**src/rtl/rrt_pkg.sv**
```systemverilog
package rrt_pkg;

  localparam int MaxNodes  = 1024;
  localparam int IdxW      = $clog2(MaxNodes);
  localparam int CntW      = IdxW + 1;
  localparam int CoordW    = 32;
  localparam int DiffW     = CoordW + 1;
  localparam int MagW      = CoordW;
  localparam int SqW       = 2 * MagW;
  localparam int DistW     = SqW + 1;
  localparam int StepW     = 31;
  localparam int RootW     = 33;
  localparam int SqrtSteps = RootW;
  localparam int RadW      = 2 * RootW;
  localparam int RemW      = RootW + 3;
  localparam int ProdW     = StepW + MagW;
  localparam int QuoW      = StepW;
  localparam int DivSteps  = ProdW;
  localparam int DivCntW   = $clog2(DivSteps);

  localparam logic [StepW-1:0] StepReset = StepW'(32768);

  localparam logic [1:0] ST_STORED = 2'd0;
  localparam logic [1:0] ST_EMPTY  = 2'd1;
  localparam logic [1:0] ST_FULL   = 2'd2;
  localparam logic [1:0] ST_SAME   = 2'd3;

  localparam logic KIND_ROOT   = 1'b0;
  localparam logic KIND_EXTEND = 1'b1;

  typedef struct packed {
    logic            valid;
    logic [RemW-1:0]  rem;
    logic [RootW-1:0] root;
    logic [RadW-1:0]  rad;
  } sqrt_cell_t;

endpackage

```
**src/rtl/rrt_sqrt_cell.sv**
```systemverilog
module rrt_sqrt_cell (
  input  logic                clk,
  input  logic                rst,
  input  rrt_pkg::sqrt_cell_t prev,
  output rrt_pkg::sqrt_cell_t next
);
  import rrt_pkg::*;

  logic [RemW-1:0] rem_sh;
  logic [RemW-1:0] trial;
  logic            ge;

  assign rem_sh = {prev.rem[RemW-3:0], prev.rad[RadW-1 -: 2]};
  assign trial  = {1'b0, prev.root, 2'b01};
  assign ge     = rem_sh >= trial;

  always_ff @(posedge clk) begin
    next.rem  <= ge ? rem_sh - trial : rem_sh;
    next.root <= {prev.root[RootW-2:0], ge};
    next.rad  <= {prev.rad[RadW-3:0], 2'b00};
    if (rst) begin
      next.valid <= 1'b0;
    end else begin
      next.valid <= prev.valid;
    end
  end

endmodule

```
**config.mk**
```make
export PLATFORM = sky130hd
export DESIGN_NAME = rrt_sqrt_cell
export DESIGN_NICKNAME = d
export VERILOG_FILES = /design/src/rtl/rrt_pkg.sv /design/src/rtl/rrt_sqrt_cell.sv
export SDC_FILE = /design/constraint.sdc
export NUM_CORES = 1
export LEC_CHECK = 0
export BUFFER_PORTS_ARGS = -buffer_cell sky130_fd_sc_hd__buf_4
export CORE_AREA = 3 3 138 87
export CTS_CLUSTER_DIAMETER = 40
export DETAILED_ROUTE_END_ITERATION = 12
export DIE_AREA = 0 0 141 90
export PLACE_DENSITY = 0.83
export REMOVE_ABC_BUFFERS = 1
export SLEW_MARGIN = 10
export SYNTH_ARGS = -nofsm -noshare
export SYNTH_HDL_FRONTEND = slang
export SYNTH_SLANG_ARGS = --single-unit
```
**constraint.sdc**
```tcl
create_clock -name clk -period 5.1 [get_ports clk]
set_clock_uncertainty 0.15 [all_clocks]
set_input_delay 0.255 -clock clk [delete_from_list [all_inputs] [get_ports clk]]
set_output_delay 0.255 -clock clk [all_outputs]
set_load 0.005 [all_outputs]
```
Yosys cells after proc, flatten, opt, wreduce, memory -nomap -nowiden. Cells that the tools add are included.

Logic and storage cells: 7. Flip-flop bits (word level): 134.

Add/sub/neg operators: 1. Multiplexer cells: 1. Order comparisons: 1.

Operators by type and width (number): 36-bit by 35-bit >= comparator with 1-bit output (1); 36-bit 2-to-1 mux (1); 36-bit by 35-bit subtractor with 36-bit output (1).

Depth between registers and ports, before layout.
Depth after elaboration: 2. Depth in mapped cells: 13.

Least setup slack after synthesis. No wires, ideal clock.

Path kind: input to register. Start: in prev[66] in the netlist's numbering. End: reg next[106] in the netlist's numbering. Library setup time: 0.121 ns. Stages: 12. Arrival: 2.645 ns. Path slack: 2.184 ns. Data required time: 4.829 ns. Path through: inv_1 > ha_1 > nor2b_4 > o311ai_2 > a32oi_2 > a31oi_4 > o211ai_4 > a41o_4 > a21oi_4 > inv_4 > buf_6 > mux2_4.

Cells in the longest elaborated chain, start to end: 2. Elaborated cells between the ends (all ways): 3. Classes of those cells: add/sub (1); order compare (1); mux (1).

RTL lines: start, declared (RTL line rrt_sqrt_cell.sv:4) `input rrt_pkg::sqrt_cell_t prev,`; 36-bit by 35-bit subtractor with 36-bit output / 36-bit by 35-bit >= comparator with 1-bit output (equally long branches) (RTL line rrt_sqrt_cell.sv:18, rrt_sqrt_cell.sv:15); 36-bit 2-to-1 mux * (RTL line rrt_sqrt_cell.sv:18) `next.rem <= ge ? rem_sh - trial : rem_sh;`; end, declared (RTL line rrt_sqrt_cell.sv:5) `output rrt_pkg::sqrt_cell_t next`.

Every way passes the cells marked *; elsewhere a longest branch is shown, timed or not. A chain may end at the register's enable or synchronous reset.

Final worst setup path.
Start: in prev[118] in the netlist's numbering. End: reg next[103] in the netlist's numbering.

Cells in the longest elaborated chain, start to end: 2.

RTL lines: 36-bit by 35-bit >= comparator with 1-bit output (RTL line rrt_sqrt_cell.sv:15) `assign ge = rem_sh >= trial;`; 36-bit 2-to-1 mux (RTL line rrt_sqrt_cell.sv:18).

No other way between the ends.

==> impl_metrics.json <==
{
  "p_switching_uw": 857,
  "nets": 1064,
  "nFillCells": 488,
  "cts_made_buffers": 17,
  "synth.largest_area_cell": "dfxtp_1",
  "syn_to_final_growth_pct": 77.4,
  "critical_path_arrival_ps": 3860,
  "clkTransAtPathRegs_ps": 60,
  "yosysUniqueCellTypes": 56,
  "yosysSeqAreaShare_pct": 50.9,
  "port_buffers": 269,
  "post_cts_buffers": 0,
  "drt_first_pass_iters": 5,
  "finalSetupTns_ps": 0,
  "final_layout_size_suffix_gt1_share_pct": 38.4,
  "die_area_um2": 12700,
  "status": "completed",
  "finalCriticalPeriod_ps": 3710,
  "drc": 0,
  "dr.first_iter.drc_count": 412,
  "vias_per_cell": 5.13,
  "grt_pass1_wl_um": 29400,
  "synth_edf_count": 0,
  "start_kind": "input port",
  "synth.area.mux_share_pct": 8.66,
  "drv_cap": 0,
  "start_util_pct": 49.6,
  "ioPinCount": 274,
  "holdWs_ps": 53.9,
  "async_reset_ff_share_pct": 0,
  "worst_hold_path_type": "in -> reg",
  "hold_viol_final": 0,
  "synth-compound-area-share_pct": 13.6,
  "cts_tree": "yes",
  "synth_top_family_by_area": "compound AO/OA/AOI/OAI gates",
  "grt_remaining_overflow": 0,
  "fp.dieH_um": 90,
  "yosysTopAreaCellShare_pct": 50.9,
  "synth-seq-cells": 134,
  "tightest_slew_ps": 636,
  "wl_um": 18900,
  "place_inst": 879,
  "vias": 5349,
  "gr-usage-all-layers_pct": 28.9,
  "worstSetupPathType": "in -> reg",
  "core_area_um2": 10600,
  "num_rows": 29,
  "synthFlopType": "dfxtp_1",
  "antenna_cells": 0,
  "yosys.area_share.simple_pct": 8.66,
  "grt_max_degree": 36,
  "internal_power_uw": 2390,
  "end_kind": "flip-flop",
  "first_global_vias": 5672,
  "synthTopCellsByCount": "dfxtp_1 (134), inv_1 (47), ha_1 (35), a21oi_1 (33), nand2_1 (27)",
  "slew_headroom_pct": 57.6,
  "cp_max_fo": 35,
  "fin_cells": 1043,
  "ir_drop_uv": 289,
  "comb_power_share_pct": 23.1,
  "clk_path_buf_depth": 2,
  "rsz0062_at_grt": "no",
  "largest_reg_flops": 134,
  "cp.required_ps": 5260,
  "yosysMostFrequentCell": "dfxtp_1",
  "postRouteAntennaNets": 0,
  "powerDensity_nw_per_um2": 347,
  "wire_per_inst_um": 18.2,
  "leakage_uw": 0.00459,
  "synth_top_cells_by_area": "dfxtp_1 (51%), ha_1 (8.3%), mux2_4 (7.4%), inv_1 (3.3%), xnor2_1 (3.2%)",
  "cts.sinks": 134,
  "max_freq_mhz": 270,
  "cts_root_buffer": "clkbuf_16",
  "clockPowerShare_pct": 40.3,
  "syn_area_um2": 5270,
  "largest-register": "next",
  "switching_share_pct": 26.4,
  "finalMaxSlewViolations": 0,
  "antenna_found_initial": 0,
  "place.detailed.hpwl_um": 11900,
  "cts_max_level": 4,
  "synthXorXnorAreaFrac_pct": 5.15,
  "reg.largest.list": "next x134",
  "finalCritPeriodShare_pct": 72.7,
  "ys_warn_count": 0,
  "gp_congestion": 0.872,
  "avgSynthCellArea_um2": 11.0,
  "finalSetupViolCount": 0,
  "synth_fa_ha_area_share_pct": 8.30,
  "seq_power_share_pct": 36.6,
  "die_w_um": 141,
  "syn_inst": 479
}
## area by class of cell
cell class | count | area, µm² | share of cell area [%]
Clock inverter | 14 | 190 | 2.03
Tap cell | 139 | 174 | 1.86
Sequential cell | 134 | 2680 | 28.7
Multi-Input combinational cell | 289 | 2350 | 25.1
Timing Repair Buffer | 401 | 3340 | 35.7
Inverter | 48 | 183 | 1.95
Clock buffer | 18 | 439 | 4.69
## layout by cell type, fill, tap and decap left out, drive strengths merged, types with 6 or more instances in the layout
| master | n |
|---|---|
| a21o | 9 |
| a21oi | 34 |
| and3 | 11 |
| buf | 269 |
| clkbuf | 18 |
| dfxtp | 134 |
| dlygate4sd3 | 132 |
| ha | 35 |
| inv | 54 |
| mux2 | 31 |
| nand2 | 27 |
| nand3 | 9 |
| nand4 | 7 |
| nor2 | 12 |
| nor2b | 6 |
| o21ai | 20 |
| xnor2 | 19 |
| xor2 | 12 |
## repair_timing
item | 4_1_cts | 5_1_grt
resized for setup | 0 | 0
hold endpoints to repair | 131 | 0
hold buffers | 132 | 0
## through the flow
stage / util [%] / total power (µW) / setup WS, ps / area [µm²]
2_1_floorplan: - / 1530 / 2170 / 5210
3_3_place_gp: 69.7 / 1830 / 1710 / 7410
3_5_place_dp: 69.7 / 1840 / 1660 / 7410
4_1_cts: 88.0 / 3220 / 1490 / 9360
5_1_grt: 88.0 / 3350 / 1260 / 9360
6_report: 88.0 / 3250 / 1390 / 9360
## cells by family (layout without fill, tap and decap cells)
family / count (synthesis) / in the layout
XOR/XNOR: 31 / 31
AO/OA/AOI/OAI: 100 / 100
AND/OR/NAND/NOR: 89 / 89
buffers and inverters: 57 / 481
multiplexers: 32 / 32
adder cells (fa/ha/maj): 35 / 35
other: 1 / 2
flip-flops: 134 / 134
## metal layers
layer / up-vias / wire length, µm / part of all wire [%] / GRT usage (%)
li1: 2481 / - / - / -
met2: 306 / 9820 / 52 / 53.2
met4: 0 / 425 / 2.2 / 9.60
met1: 2515 / 7030 / 37 / 31.7
met3: 47 / 1660 / 8.8 / 8.48
met5: - / 0 / 0 / 0
## power by group through the flow
stage / sequential (µW) / clock [µW] / combinational, µW
4_1_cts: 1180 / 1310 / 727
3_5_place_dp: 1200 / 0 / 640
6_report: 1190 / 1310 / 751
3_3_place_gp: 1200 / 0 / 622
5_1_grt: 1190 / 1360 / 798
2_1_floorplan: 1220 / 0 / 310
## critical path: stages
cell	delay (ps)
dlygate4sd3_1	560
buf_4	150
ha_1	410
and4_1	290
and3_1	200
nor2b_1	290
nand2_1	140
o211ai_4	270
a41o_4	310
a21oi_4	90
inv_4	470
mux2_2	410
## final timing paths
kind,start,to,depth (start not counted)
worst min-delay path,prev[65],next[100],3
worst max-delay path,prev[118],next[103],12
No activity file was read; power rests on OpenSTA's default activity.
