### src/rtl/rrt_pkg.sv
package rrt_pkg;

  localparam int MaxNodes  = 1024;
  localparam int IdxW      = $clog2(MaxNodes);
  localparam int CntW      = IdxW + 1;
  localparam int CoordW    = 32;
  localparam int DiffW     = CoordW + 1;
  localparam int MagW      = CoordW;
  localparam int SqW       = 2 * MagW;
  localparam int DistW     = SqW + 1;
  localparam int StepW     = 31;
  localparam int RootW     = 33;
  localparam int SqrtSteps = RootW;
  localparam int RadW      = 2 * RootW;
  localparam int RemW      = RootW + 3;
  localparam int ProdW     = StepW + MagW;
  localparam int QuoW      = StepW;
  localparam int DivSteps  = ProdW;
  localparam int DivCntW   = $clog2(DivSteps);

  localparam logic [StepW-1:0] StepReset = StepW'(32768);

  localparam logic [1:0] ST_STORED = 2'd0;
  localparam logic [1:0] ST_EMPTY  = 2'd1;
  localparam logic [1:0] ST_FULL   = 2'd2;
  localparam logic [1:0] ST_SAME   = 2'd3;

  localparam logic KIND_ROOT   = 1'b0;
  localparam logic KIND_EXTEND = 1'b1;

  typedef struct packed {
    logic            valid;
    logic [RemW-1:0]  rem;
    logic [RootW-1:0] root;
    logic [RadW-1:0]  rad;
  } sqrt_cell_t;

endpackage

### src/rtl/rrt_div.sv
module rrt_div (
  input  logic                      clk,
  input  logic                      rst,
  input  logic                      start,
  input  logic [rrt_pkg::ProdW-1:0] dividend,
  input  logic [rrt_pkg::RootW-1:0] divisor,
  output logic                      done,
  output logic [rrt_pkg::QuoW-1:0]  quo
);
  import rrt_pkg::*;

  logic               busy;
  logic [DivCntW-1:0] cnt;
  logic [ProdW-1:0]   num;
  logic [RootW:0]     rem;
  logic [RootW:0]     rem_sh;
  logic               ge;

  assign rem_sh = {rem[RootW-1:0], num[ProdW-1]};
  assign ge     = rem_sh >= {1'b0, divisor};

  always_ff @(posedge clk) begin
    if (rst) begin
      busy <= 1'b0;
      done <= 1'b0;
      cnt  <= '0;
    end else begin
      done <= 1'b0;
      if (start) begin
        busy <= 1'b1;
        cnt  <= DivCntW'(DivSteps - 1);
        num  <= dividend;
        rem  <= '0;
        quo  <= '0;
      end else if (busy) begin
        num <= {num[ProdW-2:0], 1'b0};
        rem <= ge ? rem_sh - {1'b0, divisor} : rem_sh;
        quo <= {quo[QuoW-2:0], ge};
        cnt <= cnt - 1'b1;
        if (cnt == '0) begin
          busy <= 1'b0;
          done <= 1'b1;
        end
      end
    end
  end

endmodule

### config.mk
export PLATFORM = sky130hd
export DESIGN_NAME = rrt_div
export DESIGN_NICKNAME = d
export VERILOG_FILES = /design/src/rtl/rrt_pkg.sv /design/src/rtl/rrt_div.sv
export SDC_FILE = /design/constraint.sdc
export NUM_CORES = 1
export LEC_CHECK = 0
export ABC_AREA = 1
export BUFFER_PORTS_ARGS = -buffer_cell sky130_fd_sc_hd__buf_2
export CORE_UTILIZATION = 60
export DETAILED_ROUTE_END_ITERATION = 12
export GPL_ROUTABILITY_DRIVEN = 0
export PLACE_DENSITY = 0.84
export SLEW_MARGIN = 5
export SYNTH_ARGS = -nofsm -noshare
export SYNTH_HDL_FRONTEND = slang
export SYNTH_SLANG_ARGS = --single-unit
export TNS_END_PERCENT = 10
### constraint.sdc
create_clock -name clk -period 21.1 [get_ports clk]
set_input_delay 3.165 -clock clk [delete_from_list [all_inputs] [get_ports clk]]
set_output_delay 3.165 -clock clk [all_outputs]
set_load 0.01 [all_outputs]
# After elaboration in Yosys (flattened, before gate mapping)
# Index checks and enable logic that the tools add are counted.
[op_classes] addsub=2 order_cmp=1 mux=11 n_bitwise=2 reduce_logical=5
[ops] op="$mux W63" n=2
[ops] op="$mux W33" n=2
[ops] op="$ge A34 B33 Y1" n=1
[ops] op="$sub A33 B33 Y33" n=1
[ops] op="$mux W31" n=1
[ops] op="$mux W6" n=2
[ops] op="$logic_not A6 Y1" n=1
[ops] op="$sub A6 B1 Y6 const B" n=1
[ops] op="$mux W1" n=4
[ops] op="$reduce_or A3 Y1" n=1
[ops] op="$not A1 Y1" n=2
[ops] op="$reduce_and A2 Y1" n=1
[ops] op="$reduce_bool A2 Y1" n=1
[ops] op="$reduce_or A2 Y1" n=1
[word_totals] ff_bits=135 inputBits=99 elab_cells=28

# Depth between registers and ports, before layout
[depth] depth_word=4 mapped_depth=16

# Worst setup path before layout
# OpenSTA, ideal clock, no wires.
[synth_timing] path_kind="in2reg" startpoint="input start" endpoint="register num[0] (enable)" t_arrival_ns=8.772 slack_ns=11.713 stages=3 path_buffers=1 cell_sequence="clkbuf_1 > nor2_1 > nor2_1"
[synth_between] elab_chain_cells=2
[synth_lines] element="start, declared" line="rrt_div.sv:4" text="input logic start,"
[synth_lines] element="$reduce_bool A2 Y1 (no source line)"
[synth_lines] element="$reduce_and A2 Y1 (no source line)"
[synth_lines] element="end signal, assigned" line="rrt_div.sv:32" text="num <= dividend;"
[synth_lines] element="end signal, assigned" line="rrt_div.sv:36" text="num <= {num[ProdW-2:0], 1'b0};"
[synth_lines] element="end, declared" line="rrt_div.sv:14" text="logic [ProdW-1:0] num;"
# Every way passes these cells.
# A chain may end at the register's enable or synchronous reset.

# Worst setup path in the final report
[layout_timing] startpoint="input divisor[17] (netlist bit)" endpoint="register rem[0], data pin"
[layout_between] elab_chain_cells=3
[layout_lines] element="start, declared" line="rrt_div.sv:6" text="input logic [rrt_pkg::RootW-1:0] divisor,"
[layout_lines] element="$ge A34 B33 Y1" line="rrt_div.sv:20" text="assign ge = rem_sh >= {1'b0, divisor};"
[layout_lines] element="$mux W33" line="rrt_div.sv:37" text="rem <= ge ? rem_sh - {1'b0, divisor} : rem_sh;"
[layout_lines] element="$mux W33" line="rrt_div.sv:35" text="end else if (busy) begin"
[layout_lines] element="end signal, assigned" line="rrt_div.sv:37"
[layout_lines] element="end, declared" line="rrt_div.sv:15" text="logic [RootW:0] rem;"
# Every way passes these cells. The select of a mux whose other input is x is not followed.

==> results.sh <==
export IMPL_status="finished, final reports clean"
export IMPL_cap_viol_max_count=0
export IMPL_timing_hold_ws_ns=0.503
export IMPL_reg2reg_depth=13
export IMPL_synth_enable_flop_cells=127
export IMPL_reg2reg_slack_ns=18.01
export IMPL_place_hpwl_mm=14.1
export IMPL_worstReg2RegEnd="rem[0]"
export IMPL_clockBufferDepth=2
export IMPL_io_buffer_count=130
export IMPL_antenna_left=0
export IMPL_grt_use_total=0.289
export IMPL_worst_slew_pin_slew_ns=0.815
export IMPL_numCtsBuffers=17
export IMPL_core_region_area_mm2=0.0139
export IMPL_cts_tree="yes"
export IMPL_synth_warnings=0
export IMPL_diodes=0
export IMPL_num_vias=7676
export IMPL_whs_path_depth=2
export IMPL_rows=43
export IMPL_synth_seq_area_share=0.463
export IMPL_rr_startpoint="num[62]"
export IMPL_cts_resized=0
export IMPL_hp_class="register to register"
export IMPL_postCtsSetupBuffers=0
export IMPL_clock_latency_ns=0.42
export IMPL_synth_flop_cell="edfxtp_1"
export IMPL_critPathLaunchType="input pin"
export IMPL_relSlewSlack=0.457
export IMPL_fin_nets=1425
export IMPL_critPathRequiredTime_ns=21.36
export IMPL_ir_worst_vdd_mv=0.0915
export IMPL_htreeDepth=4
export IMPL_clk_pin_slew_worst_paths_ns=0.06
export IMPL_synth_nets=1301
export IMPL_vias_per_cell=5.18
export IMPL_die_height_um=122
export IMPL_antenna_found_initial=1
export IMPL_grt_max_degree=70
export IMPL_setup_viol=0
export IMPL_cts_root_buf="clkbuf_16"
export IMPL_rsz0062_at_grt="no"
export IMPL_grt_pass1_vias=7108
export IMPL_end_kind="register"
export IMPL_ys_ff_latch=135
export IMPL_fin_setup_tns_ns=0
export IMPL_max_freq_mhz=185
export IMPL_drive_gt1_frac=0.139
export IMPL_report_final_slew_viol_count=0
export IMPL_path_class="input pin to register"
export IMPL_drc=0
export IMPL_postCtsHoldBufs=0
export IMPL_fin_skew_ns=0.0113
export IMPL_power_leakage_uw=0.00529
export IMPL_postSynthCellCount=1166
export IMPL_grt_pass1_wl_mm=33.1
export IMPL_initial_core_util=0.616
export IMPL_synth_area_per_cell_um2=7.37
export IMPL_path_max_fanout=26
export IMPL_fin_crit_ns=5.42
export IMPL_grt_ovfl_total=0
export IMPL_ys_async_sr_fraction=0
export IMPL_fill_cells=1126
export IMPL_drt_iter0_markers=727
export IMPL_dr_pass1_iters=5
export IMPL_area_growth_pct=16.2
export IMPL_num_io_pins=131
export IMPL_clkSinkCount=135
export IMPL_min_to="done"
export IMPL_powerDensity_mw_per_mm2=81.9
export IMPL_die_x_um=122
export IMPL_synth_cell_types=36
export IMPL_final_area_mm2=0.00998
export IMPL_timing_final_crit_share=0.257
export IMPL_hp_start="busy"
export IMPL_synthesis_area_mm2=0.00859
export IMPL_drt_wl_total_mm=20.2
export IMPL_routedWlPerCell_um=13.6
export IMPL_crit_arrival_ns=5.68
export IMPL_dieArea_mm2=0.0148
export IMPL_postPlaceCellArea_mm2=0.00936
export IMPL_finalHoldViolations=0
==> cell usage in the layout (no fill, tap or decap), types with 2 or more instances in the layout <==
| cell type | instances |
|---|---|
| a21oi_1 | 19 |
| a21oi_2 | 2 |
| and2_1 | 2 |
| buf_2 | 130 |
| buf_4 | 4 |
| bufinv_16 | 3 |
| clkbuf_1 | 2 |
| clkbuf_16 | 17 |
| clkbuf_8 | 3 |
| clkinv_2 | 2 |
| clkinv_4 | 2 |
| dfxtp_1 | 8 |
| edfxtp_1 | 127 |
| ha_1 | 35 |
| inv_1 | 191 |
| inv_6 | 2 |
| nand2_1 | 476 |
| nand2_2 | 4 |
| nand3_1 | 35 |
| nand3_2 | 2 |
| nand3b_1 | 28 |
| nand4_1 | 9 |
| nor2_1 | 152 |
| nor2_2 | 3 |
| nor2_4 | 2 |
| nor3_1 | 6 |
| nor4_1 | 2 |
| o21a_1 | 3 |
| o21ai_0 | 5 |
| o21bai_1 | 2 |
| xnor2_1 | 2 |
| xor2_1 | 14 |
==> cell usage after synthesis, types with 2 or more instances <==
master,count,area [um^2]
o21bai_1,2,15.0
buf_1,2,7.51
buf_6,3,33.8
nor2_2,3,18.8
xor2_1,14,123
nand4_1,9,56.3
dfxtp_1,8,160
a21oi_1,19,95.1
edfxtp_1,127,3810
xnor2_1,2,17.5
nand3_2,2,20.0
nand2_2,4,25.0
nor3_1,6,30.0
nor4_1,2,12.5
nor2_1,153,574
buf_2,4,20.0
nand3b_1,28,210
and2_1,2,12.5
nand3_1,35,175
inv_1,191,717
o21a_1,3,22.5
a21oi_2,2,17.5
o21ai_0,5,25.0
clkbuf_1,19,71.3
ha_1,35,438
nand2_1,476,1790
==> registers in the layout, summed over array words and instances, names as in the netlist <==
register,flops
busy,1
cnt,6
done,1
num,63
quo,31
rem,33
==> per-layer routing <==
metal  global-route usage  wire, um  vias to the layer above
li1                     -         -                     3850
met1                0.378      8510                     3428
met2                0.471      9460                      350
met3               0.0623      1620                       46
met4                0.110       572                        2
met5                    0        10                        -
==> cell families after synthesis <==
kind of cell,Yosys count,share of synthesized area
simple gates,723,0.344
fa+ha+maj,36,0.0533
flops,135,0.463
compound gates,34,0.0232
buf+inv,222,0.101
xor+xnor,16,0.0163
==> through the flow <==
stage	std cells	util	setup WS (ns)	power (uW)
final	1483	0.716	15.68	817
after global routing	1483	0.716	15.48	856
after CTS	1483	0.716	15.73	815
after detailed placement	1451	0.672	15.35	506
after global placement	1451	0.672	15.44	501
after floorplan	1166	-	11.71	463
==> worst max-delay path, cell delays in order <==
cell     delay (ns)
buf_2          0.07
inv_1          0.03
ha_1           0.35
nand2_1        0.20
nor2_1         0.13
nand2_2        0.10
nor2_2         0.04
nand2_1        0.07
nand3_2        0.09
nor2_4         0.54
nand2_4        0.34
inv_4          0.30
nor2_1         0.08
nor2_1         0.14
==> power by group <==
part           total [uW]  leakage (uW)  switching [uW]  internal [uW]
Clock                 311      0.000301             115            196
Sequential            329       0.00130            8.38            320
Combinational         177       0.00369             115           61.5
Total                 817       0.00529             239            578
==> worst max-delay path by stage <==
stage / start / cells after the start / slack (ns) / to
after CTS: divisor[16] / 14 / 15.73 / rem[0]
after global routing: divisor[17] / 14 / 15.48 / rem[0]
after global placement: divisor[31] / 13 / 15.44 / rem[25]
after floorplan: start / 3 / 11.71 / num[0]
after detailed placement: divisor[16] / 14 / 15.35 / rem[0]
final: divisor[17] / 14 / 15.68 / rem[0]
==> area by class of cell <==
type | instances | area, um^2 | area share
inverters | 193 | 727 | 0.0729
clock buffers | 22 | 474 | 0.0475
clock inverters | 10 | 143 | 0.0143
flip-flops and latches | 135 | 3970 | 0.398
repair buffers | 134 | 681 | 0.0682
multi-input cells | 809 | 3750 | 0.376
well taps | 180 | 225 | 0.0226
Note: power is estimated with default switching activity, not from simulation.
